<file path="src/sv/wfm_pkg.sv">
// ----------------------------------------------------------------------------
// wfm_pkg
// Shared types, bus addresses and widths of the wavetable channel.
// ----------------------------------------------------------------------------
package wfm_pkg;

    localparam int WAVE_DEPTH_DEF = 64;
    localparam int MOD_DEPTH_DEF  = 64;

    localparam int KIND_W    = 2;
    localparam int ADDR_W    = 16;
    localparam int DATA_W    = 8;
    localparam int WAVE_W    = 6;
    localparam int MODV_W    = 3;
    localparam int VOL_W     = 6;
    localparam int SMP_W     = 12;
    localparam int STEP_W    = 12;
    localparam int SWEEP_W   = 4;
    localparam int GAIN_W    = 8;
    localparam int PHASE_W   = 18;
    localparam int PHASE_FRAC = 12;
    localparam int SCNT_W    = 3;
    localparam int MOD_SHIFT = 3;
    localparam int SAT_W     = 10;

    localparam logic [VOL_W-1:0]  VOL_MAX     = '1;
    localparam logic [DATA_W-1:0] WAVE_CENTER = 8'd32;
    localparam logic signed [SAT_W-1:0] GAIN_MIN = -10'sd128;
    localparam logic signed [SAT_W-1:0] GAIN_MAX = 10'sd127;

    localparam logic [ADDR_W-1:0] ADDR_WAVE_LO  = 16'h4040;
    localparam logic [ADDR_W-1:0] ADDR_WAVE_HI  = 16'h407F;
    localparam logic [ADDR_W-1:0] ADDR_ENV      = 16'h4080;
    localparam logic [ADDR_W-1:0] ADDR_CAR_HI   = 16'h4081;
    localparam logic [ADDR_W-1:0] ADDR_CAR_LO   = 16'h4082;
    localparam logic [ADDR_W-1:0] ADDR_MODF_HI  = 16'h4083;
    localparam logic [ADDR_W-1:0] ADDR_SWP_DN   = 16'h4084;
    localparam logic [ADDR_W-1:0] ADDR_SWP_UP   = 16'h4085;
    localparam logic [ADDR_W-1:0] ADDR_GAIN_DN  = 16'h4086;
    localparam logic [ADDR_W-1:0] ADDR_GAIN_UP  = 16'h4087;
    localparam logic [ADDR_W-1:0] ADDR_MOD_TBL  = 16'h4088;
    localparam logic [ADDR_W-1:0] ADDR_MOD_DIS  = 16'h408A;
    localparam logic [ADDR_W-1:0] ADDR_VOL_RD   = 16'h4090;

    typedef enum logic [KIND_W-1:0] {
        KIND_WRITE  = 2'd0,
        KIND_READ   = 2'd1,
        KIND_TICK   = 2'd2,
        KIND_SAMPLE = 2'd3
    } t_kind;

    typedef enum logic [1:0] {
        ALU_ADD,
        ALU_SAT,
        ALU_MUL
    } t_alu_op;

    typedef struct packed {
        t_alu_op              op;
        logic [PHASE_W-1:0]   a;
        logic [PHASE_W-1:0]   b;
    } t_alu_req;

endpackage

</file>
<file path="src/sv/wfm_in_if.sv">
// ----------------------------------------------------------------------------
// wfm_in_if
// Request channel: word kind, bus address and write byte.
// ----------------------------------------------------------------------------
interface wfm_in_if import wfm_pkg::*; ();
    logic              valid;
    logic              ready;
    logic [KIND_W-1:0] kind;
    logic [ADDR_W-1:0] addr;
    logic [DATA_W-1:0] wdata;

    modport source (output valid, kind, addr, wdata, input ready);
    modport sink   (input valid, kind, addr, wdata, output ready);
endinterface

</file>
<file path="src/sv/wfm_out_if.sv">
// ----------------------------------------------------------------------------
// wfm_out_if
// Result channel: bus read data and signed sample.
// ----------------------------------------------------------------------------
interface wfm_out_if import wfm_pkg::*; ();
    logic                     valid;
    logic                     ready;
    logic [VOL_W-1:0]         read_data;
    logic signed [SMP_W-1:0]  sample_value;

    modport source (output valid, read_data, sample_value, input ready);
    modport sink   (input valid, read_data, sample_value, output ready);
endinterface

</file>
<file path="src/sv/wfm_alu.sv">
// ----------------------------------------------------------------------------
// wfm_alu
// Shared arithmetic unit: phase add, saturating gain add, 8x8 signed multiply.
// ----------------------------------------------------------------------------
module wfm_alu import wfm_pkg::*; (
    input  t_alu_req            i_req,
    output logic [PHASE_W-1:0]  o_y
);

    logic signed [SAT_W-1:0]      sat_sum;
    logic signed [2*GAIN_W-1:0]   prod;
    logic [GAIN_W-1:0]            sat_res;

    always_comb begin
        sat_sum = $signed(i_req.a[SAT_W-1:0]) + $signed(i_req.b[SAT_W-1:0]);
        prod    = $signed(i_req.a[GAIN_W-1:0]) * $signed(i_req.b[GAIN_W-1:0]);
        if (sat_sum < GAIN_MIN) begin
            sat_res = GAIN_MIN[GAIN_W-1:0];
        end else if (sat_sum > GAIN_MAX) begin
            sat_res = GAIN_MAX[GAIN_W-1:0];
        end else begin
            sat_res = sat_sum[GAIN_W-1:0];
        end
        case (i_req.op)
            ALU_ADD: o_y = i_req.a + i_req.b;
            ALU_SAT: o_y = {{(PHASE_W-GAIN_W){sat_res[GAIN_W-1]}}, sat_res};
            ALU_MUL: o_y = {{(PHASE_W-2*GAIN_W){prod[2*GAIN_W-1]}}, prod};
            default: o_y = '0;
        endcase
    end

endmodule

</file>
<file path="src/sv/wfm_ram.sv">
// ----------------------------------------------------------------------------
// wfm_ram
// Table RAM with one write port, one registered read port and per-entry
// valid flags so that unwritten entries read as zero after reset.
// ----------------------------------------------------------------------------
module wfm_ram import wfm_pkg::*; #(
    parameter int DEPTH = WAVE_DEPTH_DEF,
    parameter int WIDTH = WAVE_W
) (
    input  logic                     i_clk,
    input  logic                     i_rst_n,
    input  logic                     i_wr_en,
    input  logic [$clog2(DEPTH)-1:0] i_wr_addr,
    input  logic [WIDTH-1:0]         i_wr_data,
    input  logic [$clog2(DEPTH)-1:0] i_rd_addr,
    output logic [WIDTH-1:0]         o_rd_data
);

    logic [WIDTH-1:0] r_mem [DEPTH];
    logic [DEPTH-1:0] r_vld;
    logic [WIDTH-1:0] r_rd_data;
    logic             r_rd_vld;

    always_ff @(posedge i_clk) begin
        if (i_wr_en) begin
            r_mem[i_wr_addr] <= i_wr_data;
        end
        r_rd_data <= r_mem[i_rd_addr];
    end

    always_ff @(posedge i_clk) begin
        if (!i_rst_n) begin
            r_vld    <= '0;
            r_rd_vld <= 1'b0;
        end else begin
            if (i_wr_en) begin
                r_vld[i_wr_addr] <= 1'b1;
            end
            r_rd_vld <= r_vld[i_rd_addr];
        end
    end

    assign o_rd_data = r_rd_vld ? r_rd_data : '0;

endmodule

</file>
<file path="src/sv/wavetable_fm_audio_channel_unit.sv">
// ----------------------------------------------------------------------------
// wavetable_fm_audio_channel_unit
// Wavetable channel with phase modulation, run by a small sequencer around
// one shared arithmetic unit and two table RAMs.
//
//   channel  dir  payload                           handshake
//   i_in     in   kind, addr, wdata                 valid / ready
//   o_out    out  read_data, sample_value           valid / ready
//
// Steps per word: write decode; read decode, done; tick decode, modulator
// add, on a sweep step sweep down and up, envelope; sample decode, multiply,
// wave read, multiply, done, or decode, done with a zero carrier step.
// Reset clears state and RAM valid flags, not input, offset or output data.
// A result is held in the output register; a read or sample waits in its
// last step while the previous result is still not taken.
// ----------------------------------------------------------------------------
module wavetable_fm_audio_channel_unit import wfm_pkg::*; #(
    parameter int WAVE_DEPTH = WAVE_DEPTH_DEF,
    parameter int MOD_DEPTH  = MOD_DEPTH_DEF
) (
    input  logic        i_clk,
    input  logic        i_rst_n,
    wfm_in_if.sink      i_in,
    wfm_out_if.source   o_out
);

    localparam int WAW = $clog2(WAVE_DEPTH);
    localparam int MAW = $clog2(MOD_DEPTH);

    typedef enum logic [3:0] {
        S_IDLE,
        S_DECODE,
        S_TICK_MOD,
        S_TICK_DOWN,
        S_TICK_UP,
        S_TICK_ENV,
        S_SMP_MUL1,
        S_SMP_WRD,
        S_SMP_MUL2,
        S_DONE
    } t_state;

    t_state              r_state;
    t_kind               r_kind;
    logic [ADDR_W-1:0]   r_addr;
    logic [DATA_W-1:0]   r_wdata;

    logic [WAW-1:0]      r_wave_ptr;
    logic [MAW-1:0]      r_mod_ptr;
    logic                r_env_off;
    logic                r_env_up;
    logic [VOL_W-1:0]    r_vol;
    logic [STEP_W-1:0]   r_car_step;
    logic [STEP_W-1:0]   r_mod_step;
    logic                r_mod_off;
    logic [SWEEP_W-1:0]  r_swp_dn;
    logic [SWEEP_W-1:0]  r_swp_up;
    logic [GAIN_W-1:0]   r_gain;
    logic [PHASE_W-1:0]  r_car_phase;
    logic [PHASE_W-1:0]  r_mod_phase;
    logic [SCNT_W-1:0]   r_sweep;
    logic [WAW-1:0]      r_off;

    logic [VOL_W-1:0]    r_res_rd;
    logic [SMP_W-1:0]    r_res_smp;
    logic                r_out_valid;
    logic [VOL_W-1:0]    r_out_rd;
    logic [SMP_W-1:0]    r_out_smp;

    t_alu_req            alu_req;
    logic [PHASE_W-1:0]  alu_y;
    logic                wave_we;
    logic                mod_we;
    logic                wave_hit;
    logic [WAW-1:0]      wave_rd_addr;
    logic [WAVE_W-1:0]   wave_rd_data;
    logic [MODV_W-1:0]   mod_rd_data;
    logic [SCNT_W-1:0]   sweep_nx;
    logic                accept;
    logic                out_load;
    logic [GAIN_W-1:0]   wave_off;

    assign accept   = i_in.valid && i_in.ready;
    assign out_load = (r_state == S_DONE) && (!r_out_valid || o_out.ready);
    assign sweep_nx = r_sweep + SCNT_W'(1);
    assign wave_hit = (r_addr >= ADDR_WAVE_LO) && (r_addr <= ADDR_WAVE_HI);
    assign wave_we  = (r_state == S_DECODE) && (r_kind == KIND_WRITE) && wave_hit;
    assign mod_we   = (r_state == S_DECODE) && (r_kind == KIND_WRITE)
                      && (r_addr == ADDR_MOD_TBL);
    assign wave_rd_addr = r_car_phase[PHASE_FRAC +: WAW] + r_off;
    assign wave_off = {2'b00, wave_rd_data} - WAVE_CENTER;

    assign i_in.ready         = (r_state == S_IDLE);
    assign o_out.valid        = r_out_valid;
    assign o_out.read_data    = r_out_rd;
    assign o_out.sample_value = r_out_smp;

    always_comb begin
        alu_req.op = ALU_ADD;
        alu_req.a  = '0;
        alu_req.b  = '0;
        case (r_state)
            S_DECODE: begin
                if (r_kind == KIND_TICK) begin
                    alu_req.a = r_car_phase;
                    alu_req.b = PHASE_W'(r_car_step);
                end else if (r_kind == KIND_WRITE) begin
                    alu_req.op = ALU_SAT;
                    alu_req.a  = {{(PHASE_W-GAIN_W){r_gain[GAIN_W-1]}}, r_gain};
                    if (r_addr == ADDR_GAIN_DN) begin
                        alu_req.b = PHASE_W'(0) - PHASE_W'(r_wdata[VOL_W-1:0]);
                    end else begin
                        alu_req.b = PHASE_W'(r_wdata[VOL_W-1:0]);
                    end
                end
            end
            S_TICK_MOD: begin
                alu_req.a = r_mod_phase;
                alu_req.b = PHASE_W'(r_mod_step);
            end
            S_TICK_DOWN: begin
                alu_req.op = ALU_SAT;
                alu_req.a  = {{(PHASE_W-GAIN_W){r_gain[GAIN_W-1]}}, r_gain};
                alu_req.b  = PHASE_W'(0) - PHASE_W'(r_swp_dn);
            end
            S_TICK_UP: begin
                alu_req.op = ALU_SAT;
                alu_req.a  = {{(PHASE_W-GAIN_W){r_gain[GAIN_W-1]}}, r_gain};
                alu_req.b  = PHASE_W'(r_swp_up);
            end
            S_SMP_MUL1: begin
                alu_req.op = ALU_MUL;
                alu_req.a  = PHASE_W'(r_gain);
                alu_req.b  = PHASE_W'(mod_rd_data);
            end
            S_SMP_MUL2: begin
                alu_req.op = ALU_MUL;
                alu_req.a  = PHASE_W'(wave_off);
                alu_req.b  = PHASE_W'(r_vol);
            end
            default: begin
                alu_req.op = ALU_ADD;
            end
        endcase
    end

    wfm_alu u_alu (
        .i_req (alu_req),
        .o_y   (alu_y)
    );

    wfm_ram #(
        .DEPTH (WAVE_DEPTH),
        .WIDTH (WAVE_W)
    ) u_wave_ram (
        .i_clk     (i_clk),
        .i_rst_n   (i_rst_n),
        .i_wr_en   (wave_we),
        .i_wr_addr (r_wave_ptr),
        .i_wr_data (r_wdata[WAVE_W-1:0]),
        .i_rd_addr (wave_rd_addr),
        .o_rd_data (wave_rd_data)
    );

    wfm_ram #(
        .DEPTH (MOD_DEPTH),
        .WIDTH (MODV_W)
    ) u_mod_ram (
        .i_clk     (i_clk),
        .i_rst_n   (i_rst_n),
        .i_wr_en   (mod_we),
        .i_wr_addr (r_mod_ptr),
        .i_wr_data (r_wdata[MODV_W-1:0]),
        .i_rd_addr (r_mod_phase[PHASE_FRAC +: MAW]),
        .o_rd_data (mod_rd_data)
    );

    always_ff @(posedge i_clk) begin
        if (accept) begin
            r_kind  <= t_kind'(i_in.kind);
            r_addr  <= i_in.addr;
            r_wdata <= i_in.wdata;
        end
        if (out_load) begin
            r_out_rd  <= r_res_rd;
            r_out_smp <= r_res_smp;
        end
        if (r_state == S_SMP_MUL1) begin
            r_off <= r_mod_off ? '0 : alu_y[MOD_SHIFT +: WAW];
        end
    end

    always_ff @(posedge i_clk) begin
        if (!i_rst_n) begin
            r_state     <= S_IDLE;
            r_wave_ptr  <= '0;
            r_mod_ptr   <= '0;
            r_env_off   <= 1'b0;
            r_env_up    <= 1'b0;
            r_vol       <= '0;
            r_car_step  <= '0;
            r_mod_step  <= '0;
            r_mod_off   <= 1'b1;
            r_swp_dn    <= '0;
            r_swp_up    <= '0;
            r_gain      <= '0;
            r_car_phase <= '0;
            r_mod_phase <= '0;
            r_sweep     <= '0;
            r_res_rd    <= '0;
            r_res_smp   <= '0;
            r_out_valid <= 1'b0;
        end else begin
            if (out_load) begin
                r_out_valid <= 1'b1;
            end else if (o_out.ready) begin
                r_out_valid <= 1'b0;
            end
            case (r_state)
                S_IDLE: begin
                    if (accept) begin
                        r_state <= S_DECODE;
                    end
                end
                S_DECODE: begin
                    case (r_kind)
                        KIND_WRITE: begin
                            r_state <= S_IDLE;
                            if (wave_hit) begin
                                r_wave_ptr <= r_wave_ptr + WAW'(1);
                            end
                            case (r_addr)
                                ADDR_ENV: begin
                                    r_env_off <= r_wdata[6];
                                    r_env_up  <= r_wdata[7];
                                    if (r_wdata[6]) begin
                                        r_vol <= r_wdata[VOL_W-1:0];
                                    end else begin
                                        r_vol <= r_wdata[7] ? '0 : VOL_MAX;
                                    end
                                end
                                ADDR_CAR_HI:  r_car_step[STEP_W-1:8] <= r_wdata[3:0];
                                ADDR_CAR_LO:  r_car_step[7:0] <= r_wdata;
                                ADDR_MODF_HI: begin
                                    r_mod_step[STEP_W-1:8] <= r_wdata[3:0];
                                    if (r_wdata[7]) begin
                                        r_mod_off   <= 1'b1;
                                        r_mod_phase <= '0;
                                    end
                                end
                                ADDR_SWP_DN:  r_swp_dn <= r_wdata[SWEEP_W-1:0];
                                ADDR_SWP_UP:  r_swp_up <= r_wdata[SWEEP_W-1:0];
                                ADDR_GAIN_DN: r_gain <= alu_y[GAIN_W-1:0];
                                ADDR_GAIN_UP: begin
                                    r_gain    <= alu_y[GAIN_W-1:0];
                                    r_mod_off <= r_wdata[7];
                                end
                                ADDR_MOD_TBL: r_mod_ptr <= r_mod_ptr + MAW'(1);
                                ADDR_MOD_DIS: begin
                                    if (r_wdata[7]) begin
                                        r_mod_off <= 1'b1;
                                    end
                                end
                                default: ;
                            endcase
                        end
                        KIND_READ: begin
                            r_res_rd  <= (r_addr == ADDR_VOL_RD) ? r_vol : '0;
                            r_res_smp <= '0;
                            r_state   <= S_DONE;
                        end
                        KIND_TICK: begin
                            r_car_phase <= alu_y;
                            r_state     <= S_TICK_MOD;
                        end
                        default: begin
                            r_res_rd  <= '0;
                            r_res_smp <= '0;
                            r_state   <= (r_car_step == '0) ? S_DONE : S_SMP_MUL1;
                        end
                    endcase
                end
                S_TICK_MOD: begin
                    if (!r_mod_off) begin
                        r_mod_phase <= alu_y;
                        r_sweep     <= sweep_nx;
                    end
                    if (!r_mod_off && sweep_nx == '0) begin
                        r_state <= S_TICK_DOWN;
                    end else begin
                        r_state <= S_TICK_ENV;
                    end
                end
                S_TICK_DOWN: begin
                    if (r_swp_dn != '0) begin
                        r_gain <= alu_y[GAIN_W-1:0];
                    end
                    r_state <= S_TICK_UP;
                end
                S_TICK_UP: begin
                    if (r_swp_up != '0) begin
                        r_gain <= alu_y[GAIN_W-1:0];
                    end
                    r_state <= S_TICK_ENV;
                end
                S_TICK_ENV: begin
                    if (!r_env_off && r_sweep == '0) begin
                        if (r_env_up && r_vol != VOL_MAX) begin
                            r_vol <= r_vol + VOL_W'(1);
                        end else if (!r_env_up && r_vol != '0) begin
                            r_vol <= r_vol - VOL_W'(1);
                        end
                    end
                    r_state <= S_IDLE;
                end
                S_SMP_MUL1: begin
                    r_state <= S_SMP_WRD;
                end
                S_SMP_WRD: begin
                    r_state <= S_SMP_MUL2;
                end
                S_SMP_MUL2: begin
                    r_res_smp <= alu_y[SMP_W-1:0];
                    r_state   <= S_DONE;
                end
                S_DONE: begin
                    if (out_load) begin
                        r_state <= S_IDLE;
                    end
                end
                default: begin
                    r_state <= S_IDLE;
                end
            endcase
        end
    end

    a_accept_decode: assert property (@(posedge i_clk) disable iff (!i_rst_n)
        accept |=> (r_state == S_DECODE))
        else $error("accepted word not decoded");

    a_zero_step: assert property (@(posedge i_clk) disable iff (!i_rst_n)
        (r_state == S_DECODE && r_kind == KIND_SAMPLE && r_car_step == '0)
        |=> (r_res_smp == '0 && r_state == S_DONE))
        else $error("sample with zero carrier step not zero");

    a_load_from_done: assert property (@(posedge i_clk) disable iff (!i_rst_n)
        $rose(r_out_valid) |-> ($past(r_state) == S_DONE))
        else $error("result loaded outside done step");

    a_sweep_hold: assert property (@(posedge i_clk) disable iff (!i_rst_n)
        (r_state == S_TICK_MOD && r_mod_off) |=> $stable(r_sweep))
        else $error("sweep count moved while modulator off");

endmodule
</file>
<file path="src/flat_wrapper.sv">
// flat-port wrapper written by rule: the top's interface ports become plain ports
module wavetable_fm_audio_channel_unit_flat import wfm_pkg::*;
#(
    parameter int WAVE_DEPTH = WAVE_DEPTH_DEF,
    parameter int MOD_DEPTH  = MOD_DEPTH_DEF
)
  (i_clk, i_rst_n, i_in_valid, i_in_kind, i_in_addr, i_in_wdata, i_in_ready, o_out_valid, o_out_read_data, o_out_sample_value, o_out_ready);
  wfm_in_if i_in_i ();
  wfm_out_if o_out_i ();
  input  logic i_clk;
  input  logic i_rst_n;
  input wire logic [$bits(i_in_i.valid)-1:0] i_in_valid;
  input wire logic [$bits(i_in_i.kind)-1:0] i_in_kind;
  input wire logic [$bits(i_in_i.addr)-1:0] i_in_addr;
  input wire logic [$bits(i_in_i.wdata)-1:0] i_in_wdata;
  output wire logic [$bits(i_in_i.ready)-1:0] i_in_ready;
  output wire logic [$bits(o_out_i.valid)-1:0] o_out_valid;
  output wire logic [$bits(o_out_i.read_data)-1:0] o_out_read_data;
  output wire logic [$bits(o_out_i.sample_value)-1:0] o_out_sample_value;
  input wire logic [$bits(o_out_i.ready)-1:0] o_out_ready;
  assign i_in_i.valid = i_in_valid;
  assign i_in_i.kind = i_in_kind;
  assign i_in_i.addr = i_in_addr;
  assign i_in_i.wdata = i_in_wdata;
  assign i_in_ready = i_in_i.ready;
  assign o_out_valid = o_out_i.valid;
  assign o_out_read_data = o_out_i.read_data;
  assign o_out_sample_value = o_out_i.sample_value;
  assign o_out_i.ready = o_out_ready;
  wavetable_fm_audio_channel_unit #(.WAVE_DEPTH(WAVE_DEPTH), .MOD_DEPTH(MOD_DEPTH)) u_core (.i_clk(i_clk), .i_rst_n(i_rst_n), .i_in(i_in_i), .o_out(o_out_i));
endmodule
</file>
<file path="config.mk">
export PLATFORM = sky130hd
export DESIGN_NAME = wavetable_fm_audio_channel_unit_flat
export DESIGN_NICKNAME = d
export VERILOG_FILES = /design/src/sv/wfm_pkg.sv /design/src/sv/wfm_in_if.sv /design/src/sv/wfm_out_if.sv /design/src/sv/wfm_alu.sv /design/src/sv/wfm_ram.sv /design/src/sv/wavetable_fm_audio_channel_unit.sv /design/src/flat_wrapper.sv
export SDC_FILE = /design/constraint.sdc
export NUM_CORES = 1
export LEC_CHECK = 0
export BUFFER_PORTS_ARGS = -buffer_cell sky130_fd_sc_hd__buf_2
export CORE_ASPECT_RATIO = 0.7
export CORE_MARGIN = 2
export CORE_UTILIZATION = 47
export CTS_BUF_LIST = sky130_fd_sc_hd__clkbuf_8
export DETAILED_ROUTE_END_ITERATION = 16
export GPL_TIMING_DRIVEN = 0
export PLACE_DENSITY_LB_ADDON = 0.15
export SLEW_MARGIN = 40
export SYNTH_ARGS = -nofsm -noshare
export SYNTH_HDL_FRONTEND = slang
export SYNTH_SLANG_ARGS = --single-unit
</file>
<file path="constraint.sdc">
create_clock -name i_clk -period 18.05 [get_ports i_clk]
set_input_delay 1.805 -clock i_clk [delete_from_list [all_inputs] [get_ports i_clk]]
set_output_delay 1.805 -clock i_clk [all_outputs]
set_load 0.01 [all_outputs]
</file>
=== Word level (Yosys, flattened, before mapping) ===
Memories as Yosys holds them, arrays and structs flattened. A register that Yosys moved wholly into a read port is not among the register bits.
Cells that the tools add are included.

* Register bits: 295
* Memory bits (writable): 576
* Input port bits: 30
* Output and inout bits: 20
* Logic and storage cells: 205
* Memories: 2

{| class="wikitable"
|+ Memory list
! name !! words !! bits a word !! read ports !! clocked after Yosys merged registers in !! write ports !! line !! RTL
|-
| u_core.u_wave_ram.r_mem || 64 || 6 || 1 || 1 || 1 || wfm_ram.sv:19 || <nowiki>logic [WIDTH-1:0] r_mem [DEPTH];</nowiki>
|-
| u_core.u_mod_ram.r_mem || 64 || 3 || 1 || 1 || 1 || wfm_ram.sv:19 ||
|}

* Add/sub/neg operators: 11
* $mul: 1
* Magnitude comparators: 10
* Equality and inequality tests: 39
* Multiplexer cells: 55
* Bitwise logic cells: 4
* Reduce and logical (&&, ||, !) cells: 54

{| class="wikitable"
|+ Operators with widths
! cell !! count
|-
| 36-bit one-hot mux with 6 select lines || 1
|-
| 16-bit by 15-bit equality test with 1-bit output (second input constant) || 11
|-
| 64-bit OR || 2
|-
| 18-bit 2-to-1 mux || 5
|-
| 6-bit 2-to-1 mux || 9
|-
| 18-bit one-hot mux with 3 select lines || 1
|-
| 8-bit 2-to-1 mux || 6
|-
| 37-bit 2-to-1 mux || 1
|-
| 36-bit 2-to-1 mux || 1
|-
| 18-bit one-hot mux with 2 select lines || 1
|-
| 4-bit one-hot mux with 9 select lines || 1
|-
| 6-bit by 7-bit less-than comparator with 1-bit output (second input constant) || 4
|-
| 12-bit one-hot mux with 2 select lines || 1
|-
| 6-bit one-hot mux with 2 select lines || 2
|-
| 8-bit one-hot mux with 3 select lines || 1
|-
| 3-bit AND reduction || 8
|-
| 18-bit adder || 1
|-
| 6-bit by 1-bit adder with 6-bit output (second input constant) || 3
|-
| 4-bit by 3-bit equality test with 1-bit output (second input constant) || 4
|-
| 16-bit by 15-bit >= comparator with 1-bit output (second input constant) || 1
|-
| 16-bit by 15-bit less-or-equal comparator with 1-bit output (second input constant) || 1
|-
| 8-bit by 8-bit multiplier with 16-bit output || 1
|-
| 5-bit AND reduction || 3
|-
| 2-bit by 1-bit != test with 1-bit output (second input constant) || 7
|-
| other kinds (43) || 98
|}

=== Longest topological paths before layout ===
* Word-level depth: 13
* Mapped depth: 28

=== By module ===
From an unflattened synthesis, not the netlist that was laid out.

* Cells, all modules: 2807
* Area, all modules: 39445.3 um^2

{| class="wikitable"
|+ Modules (own cells, without submodules)
! module !! times used !! cells an instance !! area each (um^2)
|-
| wfm_ram (u_core.u_wave_ram) || 1 || 919 || 17677.0
|-
| wfm_ram (u_core.u_mod_ram) || 1 || 631 || 10407.5
|-
| wavetable_fm_audio_channel_unit || 1 || 817 || 7691.1
|-
| wfm_alu || 1 || 440 || 3669.8
|}

=== Worst setup path after synthesis ===
No wires, ideal clock.

* Kind: register -> register
* From: reg u_core.r_wdata[0]
* To: reg u_core.r_mod_phase[14]
* Arrival: 7.027 ns
* Path slack: 10.907 ns
* Stages on the path, launching flop included: 28
* Buffers on the path: 1
* Cell sequence: edfxtp_1 clkbuf_1 inv_1 ha_1 nand2_1 o31ai_1 nor3_1 nor2_1 nor2_1 nor2_1 inv_1 nand2_1 fa_1 fa_1 inv_1 fa_1 inv_1 fa_1 inv_1 ha_1 o21ai_0 nor2_1 o211ai_1 a21oi_1 a21oi_1 mux2i_1 nand3_1 a22o_1

* Cells in the longest elaborated chain, start to end: 12

{| class="wikitable"
|+ Ends and longest elaborated chain
! what !! line !! RTL
|-
| from (decl) || wavetable_fm_audio_channel_unit.sv:46 || <nowiki>logic [DATA_W-1:0] r_wdata;</nowiki>
|-
| from (signal assigned) || wavetable_fm_audio_channel_unit.sv:182 || <nowiki>r_wdata <= i_in.wdata;</nowiki>
|-
| 1-bit by 6-bit subtractor with 7-bit output || wavetable_fm_audio_channel_unit.sv:111 || <nowiki>alu_req.b = PHASE_W'(0) - PHASE_W'(r_wdata[VOL_W-1:0]);</nowiki>
|-
| 18-bit 2-to-1 mux (*) || wavetable_fm_audio_channel_unit.sv:110 || <nowiki>if (r_addr == ADDR_GAIN_DN) begin</nowiki>
|-
| 37-bit 2-to-1 mux (*) || wavetable_fm_audio_channel_unit.sv:107 || <nowiki>end else if (r_kind == KIND_WRITE) begin</nowiki>
|-
| 36-bit 2-to-1 mux (*) || wavetable_fm_audio_channel_unit.sv:104 || <nowiki>if (r_kind == KIND_TICK) begin</nowiki>
|-
| 36-bit one-hot mux with 6 select lines (*) || wavetable_fm_audio_channel_unit.sv:102 || <nowiki>case (r_state)</nowiki>
|-
| 10-bit adder || wfm_alu.sv:15 || <nowiki>sat_sum = $signed(i_req.a[SAT_W-1:0]) + $signed(i_req.b[SAT_W-1:0]);</nowiki>
|-
| 10-bit by 8-bit > comparator with 1-bit output || wfm_alu.sv:19 || <nowiki>end else if (sat_sum > GAIN_MAX) begin</nowiki>
|-
| 8-bit 2-to-1 mux || wfm_alu.sv:19 ||
|-
| 8-bit 2-to-1 mux || wfm_alu.sv:17 || <nowiki>if (sat_sum < GAIN_MIN) begin</nowiki>
|-
| 18-bit one-hot mux with 3 select lines (*) || wfm_alu.sv:24 || <nowiki>case (i_req.op)</nowiki>
|-
| 18-bit 2-to-1 mux (*) || wavetable_fm_audio_channel_unit.sv:284 || <nowiki>if (!r_mod_off) begin</nowiki>
|-
| 18-bit one-hot mux with 2 select lines (*) || wavetable_fm_audio_channel_unit.sv:219 || <nowiki>case (r_state)</nowiki>
|-
| to (signal assigned) || wavetable_fm_audio_channel_unit.sv:285 || <nowiki>r_mod_phase <= alu_y;</nowiki>
|-
| to (decl) || wavetable_fm_audio_channel_unit.sv:60 || <nowiki>logic [PHASE_W-1:0] r_mod_phase;</nowiki>
|}

Every way passes the cells marked *; elsewhere a longest branch is shown, timed or not. The select of a mux whose other input is x is not followed.
A chain may end at the register's enable or synchronous reset.

=== Final worst setup path ===
* From: reg u_core.r_wdata[0]
* To: reg u_core.r_car_phase[12]

* Cells in the longest elaborated chain, start to end: 10

{| class="wikitable"
|+ Ends and longest elaborated chain
! what !! line !! RTL
|-
| 1-bit by 6-bit subtractor with 7-bit output || wavetable_fm_audio_channel_unit.sv:111 ||
|-
| 18-bit 2-to-1 mux (*) || wavetable_fm_audio_channel_unit.sv:110 ||
|-
| 37-bit 2-to-1 mux (*) || wavetable_fm_audio_channel_unit.sv:107 ||
|-
| 36-bit 2-to-1 mux (*) || wavetable_fm_audio_channel_unit.sv:104 ||
|-
| 36-bit one-hot mux with 6 select lines (*) || wavetable_fm_audio_channel_unit.sv:102 ||
|-
| 10-bit adder || wfm_alu.sv:15 ||
|-
| 10-bit by 8-bit > comparator with 1-bit output || wfm_alu.sv:19 ||
|-
| 8-bit 2-to-1 mux || wfm_alu.sv:19 ||
|-
| 8-bit 2-to-1 mux || wfm_alu.sv:17 ||
|-
| 18-bit one-hot mux with 3 select lines (*) || wfm_alu.sv:24 ||
|-
| to (signal assigned) || wavetable_fm_audio_channel_unit.sv:273 || <nowiki>r_car_phase <= alu_y;</nowiki>
|-
| to (decl) || wavetable_fm_audio_channel_unit.sv:59 || <nowiki>logic [PHASE_W-1:0] r_car_phase;</nowiki>
|}

Every way passes the cells marked *; elsewhere a longest branch is shown, timed or not.

==> results.toml <==
[die]
fp.coreArea_mm2 = 0.0804
rows = 87
die_w_um = 345
die-area_mm2 = 0.0835
num_io_pins = 50
start_util_pct = 47.5
die_h_um = 242

[logic_synthesis]
yosysSeqAreaShare_pct = 62.6
synth.cell_area_mm2 = 0.0382
yosys.area.top_type_share_pct = 49.2
avgSynthCellArea_um2 = 14.7
syn-num-nets = 2749
yosys_warnings = 0
synthArstFlopShare_pct = 0
syn-instance-count = 2599
synth_common_cells = "edfxtp_1 (626), nor2_1 (370), dfxtp_1 (254)"
ys_seq_elements = 880
synth_cell_types = 82
yosysMostFrequentCell = "edfxtp_1"
synth_area_leaders = "edfxtp_1 (49%), dfxtp_1 (13%), mux4_2 (13%)"
ys.flop_type = "edfxtp_1"
synth_edf_count = 626
synth.largest_area_cell = "edfxtp_1"

[detailed_routing]
ant_nets = 0
wire_per_inst_um = 24.8
dr_wl_met3_um = 10400
num_vias = 23500
wirelength_um = 99200
routed_via_density = 5.87
drc = 0
wl_met2_um = 41400
drtIter0Drc = 2737
m1WireLength_um = 45400
top_layer_used = "met5"
firstDrtPassIters = 6

[power]
netSwitchingFraction_pct = 23.8
powerDensity_mw_per_mm2 = 95.3
power_frac_clock_pct = 39.2
seq_power_share_pct = 54.0
max-vdd-ir-drop_mv = 0.0691
p_switching_w = 0.000976
leakage_nw = 15.0
internal_power_w = 0.00312
comb_power_share_pct = 6.8

[critical_path]
crit_family = "adder cells"
cp_max_fo = 21
worstPathRequired_ns = 18.70
cpMaxStageDelayCell = "fa_1"
cpPeakStageDelay_ns = 0.55
criticalPathCategory = "reg -> reg"
startpoint_type = "flop"
worstPathArrival_ns = 8.61
crit_path_end_kind = "flop"
critical_path_buf_inv_count = 10

[final_layout]
area_growth_pct = 12.6
drive_gt1_share_pct = 20.2
stdcell_area_mm2 = 0.0430
num-nets-final = 2974

[clocking]
clock-sinks = 880
postCtsSetupBuffers = 0
insertion_delay_ns = 0.79
clock_path_buffers = 3
tritoncts = "built"
htreeDepth = 4
cts-resized-gates = 0
clockRootBuffer = "clkbuf_8"
hold_buffers = 0
clk_pin_slew_ns = 0.06
numCtsBuffers = 135

[placed_design]
gp_congestion = 0.912
portBuffers = 49
post_dp_cell_area_mm2 = 0.0403
hpwlAfterDp_um = 71300

[sta]
fin_crit_ns = 7.96
setup_viol = 0
max_freq_mhz = 126
fin_skew_ns = 0.0425
maxSlewViolCount = 0
relSlewSlack_pct = 40.4
rsz0062_at_grt = "no"
fin_setup_tns_ns = 0
finalCritPeriodShare_pct = 44.1
tightestPinTransition_ns = 0.895
hold_viol = 0

[grt]
grt_pass1_vias = 23200
grt_overflow = 0
grt_pass1_wl_um = 147000
grt_use_total_pct = 24.1
grt_max_degree = 27
antenna_found_initial = 6

[run_status]
status = "finished clean"

[hold_path]
hold_path.class = "reg -> reg"

[run]
maxCapViolCount = 0
==> metal layers <==
metal / vias up / GRT usage (%)
met2: 1099 / 33.0
met5: - / 0
met4: 2 / 6.55
li1: 10200 / -
met3: 138 / 7.05
met1: 12000 / 37.1
==> flip-flops by register name, summed over array words and instances, names as in the netlist, 8 cells and up <==
| name | count |
|---|---|
| u_core.r_res_smp | 12 |
| u_core.o_out.sample_value | 12 |
| u_core.u_mod_ram.r_mem | 192 |
| u_core.r_car_phase | 18 |
| u_core.r_wdata | 8 |
| u_core.r_gain | 8 |
| u_core.u_wave_ram.r_vld | 64 |
| u_core.r_car_step | 12 |
| u_core.u_mod_ram.r_vld | 64 |
| u_core.u_wave_ram.r_mem | 384 |
| u_core.r_addr | 16 |
| u_core.r_mod_phase | 18 |
==> worst reg2reg max path, delay by kind of cell (launching register included) <==
kind	cells	cell delay (ns)
AOI/OAI and AO/OA	6	1.39
xor gates and xnor gates	1	0.17
adders and majority gates	6	2.73
buffers and inverters	10	1.71
DFF	1	0.34
and+or+nand+nor	8	1.46
==> final timing paths <==
path,start,end,slack (ns),cells after the start
worst min register to register,u_core.r_res_smp[11],u_core.o_out.sample_value[11],0.44,0
worst min-delay path,u_core.r_res_smp[11],u_core.o_out.sample_value[11],0.44,0
worst max register to register,u_core.r_wdata[0],u_core.r_car_phase[12],10.09,31
worst max-delay path,u_core.r_wdata[0],u_core.r_car_phase[12],10.09,31
==> stage by stage <==
step	utilization (%)	std cells	total power, W	hold WS, ns	worst slack (ns)
4_1_cts	53.4	4001	0.00413	0.439	10.06
3_5_place_dp	50.1	3754	0.00253	0.429	10.12
2_1_floorplan	-	2599	0.00241	0.408	10.91
5_1_grt	53.4	4003	0.00425	0.453	9.41
6_report	53.4	4003	0.00410	0.442	10.09
3_3_place_gp	49.4	3716	0.00251	0.423	7.74
==> layout make-up <==
cell class | instances | area (um2)
repair buffers | 88 | 711
diodes | 1 | 2.50
clock inverters | 99 | 561
multi-input cells | 1470 | 13500
inverters | 113 | 424
plain buffers | 136 | 564
fillers | 6583 | 37500
flip-flops and latches | 880 | 23900
clock buffers | 148 | 2040
well taps | 1068 | 1340
==> cell usage in the layout, fill, tap and decap left out, types with 79 or more instances in the layout <==
| cell | netlist | routed |
|---|---|---|
| buf_2 | 27 | 79 |
| clkbuf_8 | 0 | 148 |
| dfxtp_1 | 254 | 254 |
| a21oi_1 | 89 | 86 |
| clkbuf_1 | 100 | 88 |
| mux4_2 | 224 | 224 |
| edfxtp_1 | 626 | 626 |
| nor2_1 | 370 | 365 |
| nand2_1 | 106 | 106 |
| inv_1 | 112 | 154 |
| o21a_1 | 97 | 97 |
==> power by group through the flow <==
stage	registers [W]	logic (W)	clock network, W
finish	0.00221	0.000279	0.00161
global route	0.00221	0.000301	0.00174
CTS	0.00221	0.000277	0.00164
detailed placement	0.00225	0.000276	0
global placement	0.00230	0.000214	0
floorplan	0.00227	0.000145	0
==> cell families after synthesis <==
family,count (synthesis),share of synthesized area (%)
xor+xnor,45,1.05
mux,267,14.4
fa+ha+maj,120,5.07
buf+inv,249,2.54
compound gates,371,6.40
simple gates,667,8.01
flops,880,62.6
Power figures use the tool's default switching activity.
